File: src/design/hss_pkg.sv
// ----------------------------------------------------------------------------
// hss_pkg
// Shared types and constants of the header signature sniffer: the signature
// table, printable byte bounds and the snapshot handed to the verdict stage.
// ----------------------------------------------------------------------------
package hss_pkg;

    localparam int SIG_COUNT = 12;
    localparam int SIG_BYTES = 8;

    // position saturates at all ones
    localparam logic [13:0] POS_MAX = 14'h3FFF;

    localparam logic [6:0] TEXT_PERCENT_RESET = 7'd85;

    // register indexes on the configuration port
    localparam logic REG_TEXT_PERCENT = 1'b0;

    // printable bytes, the accepted control characters and the nul byte
    localparam logic [7:0] PRINT_LO = 8'd32;
    localparam logic [7:0] PRINT_HI = 8'd126;
    localparam logic [7:0] CH_TAB   = 8'h09;
    localparam logic [7:0] CH_LF    = 8'h0A;
    localparam logic [7:0] CH_CR    = 8'h0D;
    localparam logic [7:0] CH_NUL   = 8'h00;

    // signature order: zip, tar, gzip, png, flac, id3, mpeg sync, jxl box,
    // jxl raw, jpeg soi, ape, wv
    localparam logic [13:0] SIG_OFFSET [SIG_COUNT] = '{
        14'd0, 14'd257, 14'd0, 14'd0, 14'd0, 14'd0,
        14'd0, 14'd0, 14'd0, 14'd0, 14'd0, 14'd0
    };

    // first position past each signature
    localparam logic [13:0] SIG_END [SIG_COUNT] = '{
        14'd4, 14'd262, 14'd2, 14'd8, 14'd4, 14'd3,
        14'd2, 14'd8, 14'd2, 14'd3, 14'd4, 14'd4
    };

    localparam logic [7:0] SIG_EXPECT [SIG_COUNT][SIG_BYTES] = '{
        '{8'h50, 8'h4B, 8'h03, 8'h04, 8'h00, 8'h00, 8'h00, 8'h00},
        '{8'h75, 8'h73, 8'h74, 8'h61, 8'h72, 8'h00, 8'h00, 8'h00},
        '{8'h1F, 8'h8B, 8'h00, 8'h00, 8'h00, 8'h00, 8'h00, 8'h00},
        '{8'h89, 8'h50, 8'h4E, 8'h47, 8'h0D, 8'h0A, 8'h1A, 8'h0A},
        '{8'h66, 8'h4C, 8'h61, 8'h43, 8'h00, 8'h00, 8'h00, 8'h00},
        '{8'h49, 8'h44, 8'h33, 8'h00, 8'h00, 8'h00, 8'h00, 8'h00},
        '{8'hFF, 8'hE0, 8'h00, 8'h00, 8'h00, 8'h00, 8'h00, 8'h00},
        '{8'h00, 8'h00, 8'h00, 8'h0C, 8'h4A, 8'h58, 8'h4C, 8'h20},
        '{8'hFF, 8'h0A, 8'h00, 8'h00, 8'h00, 8'h00, 8'h00, 8'h00},
        '{8'hFF, 8'hD8, 8'hFF, 8'h00, 8'h00, 8'h00, 8'h00, 8'h00},
        '{8'h4D, 8'h41, 8'h43, 8'h20, 8'h00, 8'h00, 8'h00, 8'h00},
        '{8'h77, 8'h76, 8'h70, 8'h6B, 8'h00, 8'h00, 8'h00, 8'h00}
    };

    localparam logic [7:0] SIG_MASK [SIG_COUNT][SIG_BYTES] = '{
        '{8'hFF, 8'hFF, 8'hFF, 8'hFF, 8'h00, 8'h00, 8'h00, 8'h00},
        '{8'hFF, 8'hFF, 8'hFF, 8'hFF, 8'hFF, 8'h00, 8'h00, 8'h00},
        '{8'hFF, 8'hFF, 8'h00, 8'h00, 8'h00, 8'h00, 8'h00, 8'h00},
        '{8'hFF, 8'hFF, 8'hFF, 8'hFF, 8'hFF, 8'hFF, 8'hFF, 8'hFF},
        '{8'hFF, 8'hFF, 8'hFF, 8'hFF, 8'h00, 8'h00, 8'h00, 8'h00},
        '{8'hFF, 8'hFF, 8'hFF, 8'h00, 8'h00, 8'h00, 8'h00, 8'h00},
        '{8'hFF, 8'hE0, 8'h00, 8'h00, 8'h00, 8'h00, 8'h00, 8'h00},
        '{8'hFF, 8'hFF, 8'hFF, 8'hFF, 8'hFF, 8'hFF, 8'hFF, 8'hFF},
        '{8'hFF, 8'hFF, 8'h00, 8'h00, 8'h00, 8'h00, 8'h00, 8'h00},
        '{8'hFF, 8'hFF, 8'hFF, 8'h00, 8'h00, 8'h00, 8'h00, 8'h00},
        '{8'hFF, 8'hFF, 8'hFF, 8'hFF, 8'h00, 8'h00, 8'h00, 8'h00},
        '{8'hFF, 8'hFF, 8'hFF, 8'hFF, 8'h00, 8'h00, 8'h00, 8'h00}
    };

    // header totals at the end marker
    typedef struct packed {
        logic [SIG_COUNT-1:0] hits;
        logic [13:0]          position;
        logic [13:0]          printable;
        logic                 nul;
    } snap_t;

endpackage

File: src/design/hss_track.sv
// ----------------------------------------------------------------------------
// hss_track
// Per-header tracking: signature match bits, byte position, printable count
// and nul flag. Produces the header totals for the byte being stepped.
// ----------------------------------------------------------------------------
module hss_track #(
    parameter logic [13:0] SAMPLE_LIM = 14'd8192
) (
    input  logic          clk,
    input  logic          rst_n,
    input  logic          step,
    input  logic [7:0]    byte_value,
    input  logic          byte_present,
    input  logic          last_byte,
    output hss_pkg::snap_t snap
);

    logic [13:0]                   pos_reg;
    logic [13:0]                   pos_next;
    logic [13:0]                   print_reg;
    logic [13:0]                   print_next;
    logic                          nul_reg;
    logic                          nul_next;
    logic [hss_pkg::SIG_COUNT-1:0] match_reg;
    logic [hss_pkg::SIG_COUNT-1:0] match_next;

    logic [13:0]                   pos_new;
    logic [13:0]                   print_new;
    logic                          nul_new;
    logic [hss_pkg::SIG_COUNT-1:0] match_new;
    logic                          take;
    logic                          sampled;
    logic                          printable;

    assign take      = byte_present && (pos_reg != hss_pkg::POS_MAX);
    assign sampled   = pos_reg < SAMPLE_LIM;
    assign printable = ((byte_value >= hss_pkg::PRINT_LO) && (byte_value <= hss_pkg::PRINT_HI))
                    || (byte_value == hss_pkg::CH_TAB) || (byte_value == hss_pkg::CH_LF)
                    || (byte_value == hss_pkg::CH_CR);

    always_comb
    begin
        logic [13:0] rel;
        logic [2:0]  idx;
        match_new = match_reg;
        for (int k = 0; k < hss_pkg::SIG_COUNT; k++)
        begin
            rel = pos_reg - hss_pkg::SIG_OFFSET[k];
            idx = rel[2:0];
            if (take && (pos_reg >= hss_pkg::SIG_OFFSET[k]) && (pos_reg < hss_pkg::SIG_END[k]))
            begin
                if ((byte_value & hss_pkg::SIG_MASK[k][idx]) != hss_pkg::SIG_EXPECT[k][idx])
                begin
                    match_new[k] = 1'b0;
                end
            end
        end
    end

    always_comb
    begin
        pos_new   = pos_reg;
        print_new = print_reg;
        nul_new   = nul_reg;
        if (take)
        begin
            pos_new = pos_reg + 14'd1;
            if (sampled)
            begin
                if (byte_value == hss_pkg::CH_NUL)
                begin
                    nul_new = 1'b1;
                end
                if (printable && (print_reg != hss_pkg::POS_MAX))
                begin
                    print_new = print_reg + 14'd1;
                end
            end
        end
    end

    // a signature hits only once the header covers all of it
    always_comb
    begin
        for (int k = 0; k < hss_pkg::SIG_COUNT; k++)
        begin
            snap.hits[k] = match_new[k] && (pos_new >= hss_pkg::SIG_END[k]);
        end
        snap.position  = pos_new;
        snap.printable = print_new;
        snap.nul       = nul_new;
    end

    always_comb
    begin
        pos_next   = pos_reg;
        print_next = print_reg;
        nul_next   = nul_reg;
        match_next = match_reg;
        if (step)
        begin
            if (last_byte)
            begin
                pos_next   = '0;
                print_next = '0;
                nul_next   = 1'b0;
                match_next = '1;
            end
            else
            begin
                pos_next   = pos_new;
                print_next = print_new;
                nul_next   = nul_new;
                match_next = match_new;
            end
        end
    end

    always_ff @(posedge clk or negedge rst_n)
    begin
        if (!rst_n)
        begin
            pos_reg   <= '0;
            print_reg <= '0;
            nul_reg   <= 1'b0;
            match_reg <= '1;
        end
        else
        begin
            pos_reg   <= pos_next;
            print_reg <= print_next;
            nul_reg   <= nul_next;
            match_reg <= match_next;
        end
    end

endmodule

File: src/design/hss_verdict.sv
// ----------------------------------------------------------------------------
// hss_verdict
// Text verdict: sample nonempty, nul free and printable share at or above
// the configured percent.
// ----------------------------------------------------------------------------
module hss_verdict #(
    parameter logic [13:0] SAMPLE_LIM = 14'd8192
) (
    input  hss_pkg::snap_t snap,
    input  logic [6:0]     text_percent,
    output logic           text_like
);

    logic [13:0] sample_len;
    logic [20:0] print_scaled;
    logic [20:0] need_scaled;

    assign sample_len   = (snap.position < SAMPLE_LIM) ? snap.position : SAMPLE_LIM;
    assign print_scaled = 21'(snap.printable) * 21'd100;
    assign need_scaled  = 21'(text_percent) * 21'(sample_len);

    assign text_like = (sample_len != 14'd0) && !snap.nul && (print_scaled >= need_scaled);

endmodule

File: src/design/header_signature_sniffer_unit.sv
// ----------------------------------------------------------------------------
// header_signature_sniffer_unit
// File magic detection over a streamed header, with a text/binary verdict
// on the first SAMPLE_BYTES bytes, capped at 16383.
// ----------------------------------------------------------------------------
//  channel   signals                                      word
//  byte      byte_valid/byte_ready                        byte_value, byte_present,
//                                                         last_byte
//  result    result_valid/result_ready                    signature_hits, text_like
//  config    psel/penable/pwrite/paddr/pwdata/prdata      text_percent at 0x0
//
//  one byte word per cycle while byte_ready is high; after its end marker is
//  taken, a result moves through input register, header totals register, result register
//  present bytes without an end marker update the tracking state and produce nothing
//  reset clears the tracking state and sets text_percent to 85
//  a stalled result holds its register; byte_ready drops only once the totals
//  register and the result register are both full
// ----------------------------------------------------------------------------
module header_signature_sniffer_unit #(
    parameter int SAMPLE_BYTES = 8192
) (
    input  logic        clk,
    input  logic        rst_n,

    input  logic        byte_valid,
    output logic        byte_ready,
    input  logic [7:0]  byte_value,
    input  logic        byte_present,
    input  logic        last_byte,

    output logic        result_valid,
    input  logic        result_ready,
    output logic [11:0] signature_hits,
    output logic        text_like,

    input  logic        psel,
    input  logic        penable,
    input  logic        pwrite,
    input  logic [2:0]  paddr,
    input  logic [31:0] pwdata,
    output logic [31:0] prdata,
    output logic        pready
);

    localparam int          SAMPLE_CAP = (SAMPLE_BYTES < 16383) ? SAMPLE_BYTES : 16383;
    localparam logic [13:0] SAMPLE_LIM = 14'(SAMPLE_CAP);

    // input register
    logic       in_valid_reg;
    logic       in_valid_next;
    logic [7:0] in_byte_reg;
    logic       in_present_reg;
    logic       in_last_reg;

    // header totals register
    logic           snap_valid_reg;
    logic           snap_valid_next;
    hss_pkg::snap_t snap_reg;
    hss_pkg::snap_t snap_new;

    // result register
    logic        res_valid_reg;
    logic        res_valid_next;
    logic [11:0] hits_reg;
    logic        text_reg;
    logic        text_new;

    logic [6:0] text_percent_reg;

    logic res_free;
    logic snap_move;
    logic snap_free;
    logic in_move;
    logic in_take;
    logic cfg_write;

    assign res_free  = !res_valid_reg || result_ready;
    assign snap_move = snap_valid_reg && res_free;
    assign snap_free = !snap_valid_reg || res_free;
    // only end markers need a slot downstream
    assign in_move   = in_valid_reg && (!in_last_reg || snap_free);
    assign byte_ready = !in_valid_reg || in_move;
    assign in_take   = byte_valid && byte_ready;

    assign in_valid_next   = in_take || (in_valid_reg && !in_move);
    assign snap_valid_next = (in_move && in_last_reg) || (snap_valid_reg && !snap_move);
    assign res_valid_next  = snap_move || (res_valid_reg && !result_ready);

    hss_track #(
        .SAMPLE_LIM(SAMPLE_LIM)
    ) u_track (
        .clk         (clk),
        .rst_n       (rst_n),
        .step        (in_move),
        .byte_value  (in_byte_reg),
        .byte_present(in_present_reg),
        .last_byte   (in_last_reg),
        .snap        (snap_new)
    );

    hss_verdict #(
        .SAMPLE_LIM(SAMPLE_LIM)
    ) u_verdict (
        .snap        (snap_reg),
        .text_percent(text_percent_reg),
        .text_like   (text_new)
    );

    always_ff @(posedge clk or negedge rst_n)
    begin
        if (!rst_n)
        begin
            in_valid_reg   <= 1'b0;
            snap_valid_reg <= 1'b0;
            res_valid_reg  <= 1'b0;
        end
        else
        begin
            in_valid_reg   <= in_valid_next;
            snap_valid_reg <= snap_valid_next;
            res_valid_reg  <= res_valid_next;
        end
    end

    always_ff @(posedge clk)
    begin
        if (in_take)
        begin
            in_byte_reg    <= byte_value;
            in_present_reg <= byte_present;
            in_last_reg    <= last_byte;
        end
        if (in_move && in_last_reg)
        begin
            snap_reg <= snap_new;
        end
        if (snap_move)
        begin
            hits_reg <= snap_reg.hits;
            text_reg <= text_new;
        end
    end

    assign result_valid   = res_valid_reg;
    assign signature_hits = hits_reg;
    assign text_like      = text_reg;

    // configuration port
    assign pready    = 1'b1;
    assign cfg_write = psel && penable && pwrite && (paddr[2] == hss_pkg::REG_TEXT_PERCENT);

    always_ff @(posedge clk or negedge rst_n)
    begin
        if (!rst_n)
        begin
            text_percent_reg <= hss_pkg::TEXT_PERCENT_RESET;
        end
        else if (cfg_write)
        begin
            text_percent_reg <= pwdata[6:0];
        end
    end

    assign prdata = (paddr[2] == hss_pkg::REG_TEXT_PERCENT) ? {25'd0, text_percent_reg} : 32'd0;

    // a waiting header total is never dropped
    a_snap_held: assert property (@(posedge clk) disable iff (!rst_n)
        snap_valid_reg && !res_free |=> snap_valid_reg)
        else $error("header totals lost while result stalled");

    // totals that move always produce a result
    a_snap_to_result: assert property (@(posedge clk) disable iff (!rst_n)
        snap_move |=> res_valid_reg)
        else $error("totals moved without a result");

    // a nul in the sample can never give a text verdict
    a_nul_not_text: assert property (@(posedge clk) disable iff (!rst_n)
        snap_move && snap_reg.nul |=> !text_reg)
        else $error("text verdict with nul in sample");

    // an empty input register always takes a word
    a_ready_when_empty: assert property (@(posedge clk) disable iff (!rst_n)
        !in_valid_reg |-> byte_ready)
        else $error("byte_ready low with empty input register");

endmodule

File: config.mk
export PLATFORM = sky130hd
export DESIGN_NAME = header_signature_sniffer_unit
export DESIGN_NICKNAME = d
export VERILOG_FILES = /design/src/design/hss_pkg.sv /design/src/design/hss_track.sv /design/src/design/hss_verdict.sv /design/src/design/header_signature_sniffer_unit.sv
export SDC_FILE = /design/constraint.sdc
export NUM_CORES = 1
export LEC_CHECK = 0
export ABC_AREA = 1
export BUFFER_PORTS_ARGS = -buffer_cell sky130_fd_sc_hd__clkbuf_2
export CAP_MARGIN = 20
export CORE_MARGIN = 2
export CORE_UTILIZATION = 50
export DETAILED_ROUTE_END_ITERATION = 10
export PLACE_DENSITY = 0.71
export SLEW_MARGIN = 20
export SYNTH_ARGS = -nofsm -noshare
export SYNTH_HDL_FRONTEND = slang
export SYNTH_SLANG_ARGS = --single-unit
File: constraint.sdc
create_clock -name clk -period 5.55 [get_ports clk]
set_input_delay 0.555 -clock clk [delete_from_list [all_inputs] [get_ports clk]]
set_output_delay 0.555 -clock clk [all_outputs]
set_load 0.03 [all_outputs]
-- Word level (Yosys, flattened, before mapping)
Memory sizes are Yosys's and may differ from the RTL's.
Index checks and enable logic that the tools add are counted.
- bits in read-only memories: 1088
- output and inout bits: 48
- flip-flop bits (word level): 115
- logic and storage cells: 209
- input port bits: 52
- memories: 17
- equal/unequal tests: 17
- multiplexer cells: 71
- multipliers: 2
- $add $sub $neg: 3
- reduce and logical (&&, ||, !) cells: 54
- $lt $le $gt $ge: 19
- bitwise gates (word level): 9
- memories (name ; words ; width ; rd ports ; clocked after memory_dff ; wr ports ; RTL line ; RTL):
    (no name shown) ; 8 ; 8 ; 1 ; 0 ; 0 ; hss_track.sv:52 ; if ((byte_value & hss_pkg::SIG_MASK[k][idx]) != hss_pkg::SIG_EXPECT[k][idx])
    (no name shown) ; 8 ; 8 ; 1 ; 0 ; 0 ; hss_track.sv:52 ;
    (no name shown) ; 8 ; 8 ; 1 ; 0 ; 0 ; hss_track.sv:52 ;
    (no name shown) ; 8 ; 8 ; 1 ; 0 ; 0 ; hss_track.sv:52 ;
    (no name shown) ; 8 ; 8 ; 1 ; 0 ; 0 ; hss_track.sv:52 ;
    (no name shown) ; 8 ; 8 ; 1 ; 0 ; 0 ; hss_track.sv:52 ;
    11 more memories ; n/a ; n/a ; n/a ; n/a ; n/a ; n/a ;
- operators by type and width (kind ; count):
    $mux W8 ; 34
    $mux W14 ; 7
    $ne A8 B8 Y1 ; 12
    $and A8 B8 Y8 ; 6
    $logic_and A1 B1 Y1 ; 34
    $add A14 B1 Y14 const B ; 2
    $ge A14 B2 Y1 const B ; 2
    $ge A14 B9 Y1 const B ; 2
    $lt A14 B14 Y1 const B ; 2
    $lt A14 B2 Y1 const B ; 2
    $mux W1 ; 28
    $ne A14 B14 Y1 const B ; 2
    $eq A8 B4 Y1 const B ; 3
    $ge A21 B21 Y1 ; 1
    $mul A7 B14 Y21 ; 1
    $mul A14 B5 Y19 const B ; 1
    $ge A14 B1 Y1 const B ; 1
    $ge A14 B3 Y1 const B ; 1
    $ge A14 B4 Y1 const B ; 1
    $lt A14 B3 Y1 const B ; 1
    $lt A14 B4 Y1 const B ; 1
    $lt A14 B9 Y1 const B ; 1
    $reduce_bool A14 Y1 ; 1
    $mux W12 ; 1
    10 further kinds ; 28

-- Depth between registers and ports, before layout
- depth after elaboration: 10
- depth in mapped cells: 29
- gate-level depth less buffers: 29

-- Hierarchy
Synthesis repeated with hierarchy kept, for this count alone.
- cell total of the unflattened synthesis: 1600
- area, all modules: 12004.0 um^2
- modules (own cells, without submodules) (module ; cells each ; times used ; area each (um^2)):
    hss_verdict ; 746 ; 1 ; 5131.2
    hss_track ; 692 ; 1 ; 4212.8
    header_signature_sniffer_unit ; 162 ; 1 ; 2660.1

-- Worst setup path before layout
No wires, ideal clock.
- kind: register to register
- start point: reg snap_reg[28] in the netlist's numbering
- end point: reg text_reg (netlist: text_like) (data pin)
- data arrival time: 5.330 ns
- buffers on the path: 1
- slack: 0.092 ns
- cell stages (with the launch flop): 25
- data required time: 5.422 ns
- cells stage by stage: edfxtp_1 inv_1 clkbuf_1 nand3_1 fa_1 fa_1 inv_1 fa_1 inv_1 fa_1 inv_1 ha_1 nand2_1 o21ai_0 a21oi_1 o21ai_0 a21oi_1 xor2_1 ha_1 nand4_1 nor4_1 nand2_1 nand3_1 nand3b_1 inv_1
- cells in the longest elaborated chain, start to end: 5
- elaborated cells on any way between the ends: 7
- classes of those cells: 1 x mul; 2 x order compare; 1 x mux; 3 x reduce/logical
- ends and longest elaborated chain (element ; RTL line ; RTL):
    from (decl) ; header_signature_sniffer_unit.sv:58 ; hss_pkg::snap_t snap_reg;
    from (signal assigned) ; header_signature_sniffer_unit.sv:135 ; snap_reg <= snap_new;
    $lt A14 B14 Y1 ; hss_verdict.sv:18 ; assign sample_len = (snap.position < SAMPLE_LIM) ? snap.position : SAMPLE_LIM;
    $mux W14 (*) ; hss_verdict.sv:18 ;
    $mul A7 B14 Y21 or $reduce_bool A14 Y1 (tied branches) ; hss_verdict.sv:20, hss_verdict.sv:22 ;
    $ge A21 B21 Y1 or $logic_and A1 B1 Y1 (tied branches) ; hss_verdict.sv:22 ; assign text_like = (sample_len != 14'd0) && !snap.nul && (print_scaled >= need_scaled);
    $logic_and A1 B1 Y1 (*) ; hss_verdict.sv:22 ;
    via text_new ; header_signature_sniffer_unit.sv:66 ; logic text_new;
    to (signal assigned) ; header_signature_sniffer_unit.sv:140 ; text_reg <= text_new;
    to (decl) ; header_signature_sniffer_unit.sv:65 ; logic text_reg;
The timed path passes the listed nets; every way through them passes the cells marked *.
A chain may end at the register's enable or synchronous reset.

-- Worst setup path after layout
Same ends and word-level chain as after synthesis.

==> results.json <==
{
  "die_w_um": 156,
  "r2r_start": "snap_reg[28]",
  "skew_ns": 0.0119,
  "grt_use_total": 0.242,
  "cts_tree": "yes",
  "reg2reg_slack_ns": 0.002,
  "synth_edf_count": 64,
  "grt_max_degree": 52,
  "ys_top_cells_by_count": "nand2_1, inv_1, nor2_1",
  "gp_congestion": 0.926,
  "fin_crit_sh": 1.00,
  "endpoint_kind": "flip-flop",
  "nets": 1830,
  "hpwl_mm": 22.0,
  "p_int_mw": 3.39,
  "min_path_type": "input pin to asynchronous set/reset pin",
  "clockRootBuffer": "clkbuf_16",
  "fmax_ghz": 0.180,
  "gr-total-overflow": 0,
  "r2r_end": "text_like",
  "dr.pass1.iters": 5,
  "first_global_vias": 9897,
  "areaGrowthSynthToFinish_pct": 19.8,
  "h-tree-depth": 4,
  "synth.most_common_cell": "nand2_1",
  "fin_cells": 1891,
  "via_count": 10200,
  "hold_slack_ns": 0.290,
  "drive_gt1_frac": 0.222,
  "switching_share": 0.420,
  "ioPinCount": 100,
  "synthArstFlopShare": 0.443,
  "ys_ff_latch": 115,
  "initial_core_util": 0.510,
  "fillCellCount": 1924,
  "cts_buffers": 17,
  "use_met3": 0.0318,
  "finalSetupTns_ns": 0,
  "drt-initial-drc-count": 646,
  "ys_warn_count": 0,
  "largest_reg_flops": 41,
  "rows": 55,
  "die_h_um": 156,
  "syn_area_um2": 11600,
  "synthTopCellsByArea": "edfxtp_1, ha_1, fa_1",
  "startpoint_type": "flip-flop",
  "p_comb_frac": 0.638,
  "grtUsageMet1": 0.305,
  "path_class": "flip-flop to flip-flop",
  "power_mw": 5.84,
  "clockBufferDepth": 2,
  "drtAntennaViolNets": 0,
  "cp-endpoint": "text_like",
  "crit_arrival_ns": 5.72,
  "fin_util": 0.611,
  "grt_pass1_wl_mm": 47.1,
  "antenna_found_initial": 0,
  "clkPwrFrac": 0.180,
  "p_switching_mw": 2.45,
  "avgViaCountPerCell": 5.37,
  "cpPeakStageDelay_ns": 0.53,
  "r2r_cells": 27,
  "hold_viol": 0,
  "die_area_um2": 24400,
  "port-buffer-count": 46,
  "crit_required_ns": 5.72,
  "avgRoutedWirePerCell_um": 15.6,
  "routed_wl_mm": 29.6,
  "seq_area_frac_synth": 0.278,
  "clock-sinks": 115,
  "setup.worst_path.start": "snap_reg[28]",
  "antenna_cells": 0,
  "synth.distinct_cells": 52,
  "grt-busiest-layer": "met2",
  "p_seq_frac": 0.182,
  "leakage_nw": 6.80,
  "setup_viol_count_final": 0,
  "tightest_slew_ns": 0.900,
  "multi_input_area_um2": 7780,
  "core_um2": 22700,
  "crit_slowest_cell": "fa_1",
  "cpMostUsedCell": "fa_1",
  "clk_latency_ns": 0.42,
  "grtUsageMet2": 0.416,
  "regArea_um2": 3220,
  "drc": 0,
  "grt_setup_unrepaired": "yes",
  "syn_inst": 1453,
  "synth-main-ff-cell": "edfxtp_1",
  "synth_top_area_frac": 0.166,
  "status": "complete, no violations",
  "post-route-min-period_ns": 5.55,
  "synth.avg_cell_area_um2": 7.97,
  "placedCellCount": 1832,
  "slew_violations": 0,
  "timing.slew.headroom": 0.400,
  "drv_cap": 0,
  "crit_fanout": 8,
  "synth_top_cell_by_area": "edfxtp_1",
  "powerDensity_nw_per_um2": 420,
  "clk_pin_slew_worst_paths_ns": 0.05,
  "ir_drop_uv": 271
}
worst min-delay path by stage:
stage | from | endpoint | slack [ns]
4_1_cts | rst_n | in_valid_reg | 0.30
3_5_place_dp | snap_reg[40] | signature_hits[11] | 0.41
2_1_floorplan | rst_n | in_valid_reg | 0.26
3_3_place_gp | snap_reg[37] | signature_hits[8] | 0.40
6_report | rst_n | in_valid_reg | 0.29
5_1_grt | byte_value[1] | in_byte_reg[1] | 0.29
cell type report:
| class | count | area share |
|---|---|---|
| timing repair buffer | 153 | 0.0783 |
| clock inverter | 13 | 0.00982 |
| inverter | 230 | 0.0631 |
| clock buffer | 19 | 0.0312 |
| tap | 285 | 0.0257 |
| multi-input combinational | 1076 | 0.560 |
| sequential | 115 | 0.232 |
logic make-up after synthesis:
logic type,Yosys count,synth area share
buffers and inverters,286,0.105
other,2,0.000648
AOI/OAI and AO/OA,202,0.0990
and+or+nand+nor,609,0.232
adders and majority gates,185,0.244
DFF,115,0.278
xor gates and xnor gates,54,0.0415
stage by stage:
stage               cell area, um^2  setup slack [ns]
floorplan                     11700            0.0922
global placement              12500            -0.126
detailed placement            12500            -0.191
CTS                           13200           0.00167
global route                  13900            -0.255
finish                        13900           0.00233
cells in the final DEF (no fill, tap or decap), types with 4 or more instances in the layout:
cell type   Yosys  layout
a21boi_0        6       6
o2111ai_1       5       5
edfxtp_1       64      64
nor3_2          2       4
o21bai_1        5       5
buf_4          27      95
nand4_1        24      24
a21oi_2         0      13
conb_1          2      26
clkbuf_2        0      46
nor3_1         22      20
ha_4            0      15
nor2_1        175     148
nand2_4         5      11
o21ai_0        70      62
nor2_4          8      14
buf_6           2      11
o22ai_1        17      17
dfstp_2        16      16
clkinv_2        0       4
nand2_1       272     253
nand3_1        64      59
ha_1          117     101
inv_2          10      18
xnor2_1        13      12
nor2_2          7      28
a21oi_1        68      53
nand2_2        13      25
o21ai_1         7      14
nand3_2         2       7
fa_1           68      67
inv_1         220     209
clkbuf_16       0      17
clkinvlp_4      0       6
dfrtp_1        35      35
xor2_1         40      39
o31ai_1         5       5
critical path, delay by kind of cell (launching register included):
family	cells	cell delay (ns)
compound gates	2	0.18
xor+xnor	1	0.24
fa+ha+maj	6	2.68
buf+inv	9	0.88
flops	1	0.45
simple gates	9	0.86
metal layers:
layer	routed length [um]	part of all wire
met1	12600	0.42
met2	14600	0.49
met3	1280	0.043
met4	1130	0.038
met5	0	0
power by group through the flow:
stage	Combinational (mW)	Clock (mW)	Sequential, mW
after global routing	4.15	1.10	1.07
after detailed placement	2.96	0	1.07
after CTS	3.04	1.06	1.06
final	3.73	1.05	1.06
after global placement	2.91	0	1.07
after floorplan	2.00	0	1.06
timing repair:
| item | 4_1_cts | 5_1_grt |
|---|---|---|
| buffers inserted | 3 | 25 |
| setup endpoints to repair | 1 | 1 |
| resized for setup | 14 | 132 |
| endpoints found under the hold margin | 0 | 0 |
| pin swaps | 7 | 73 |
| hold buffers | 0 | 0 |
Power figures use the tool's default switching activity.
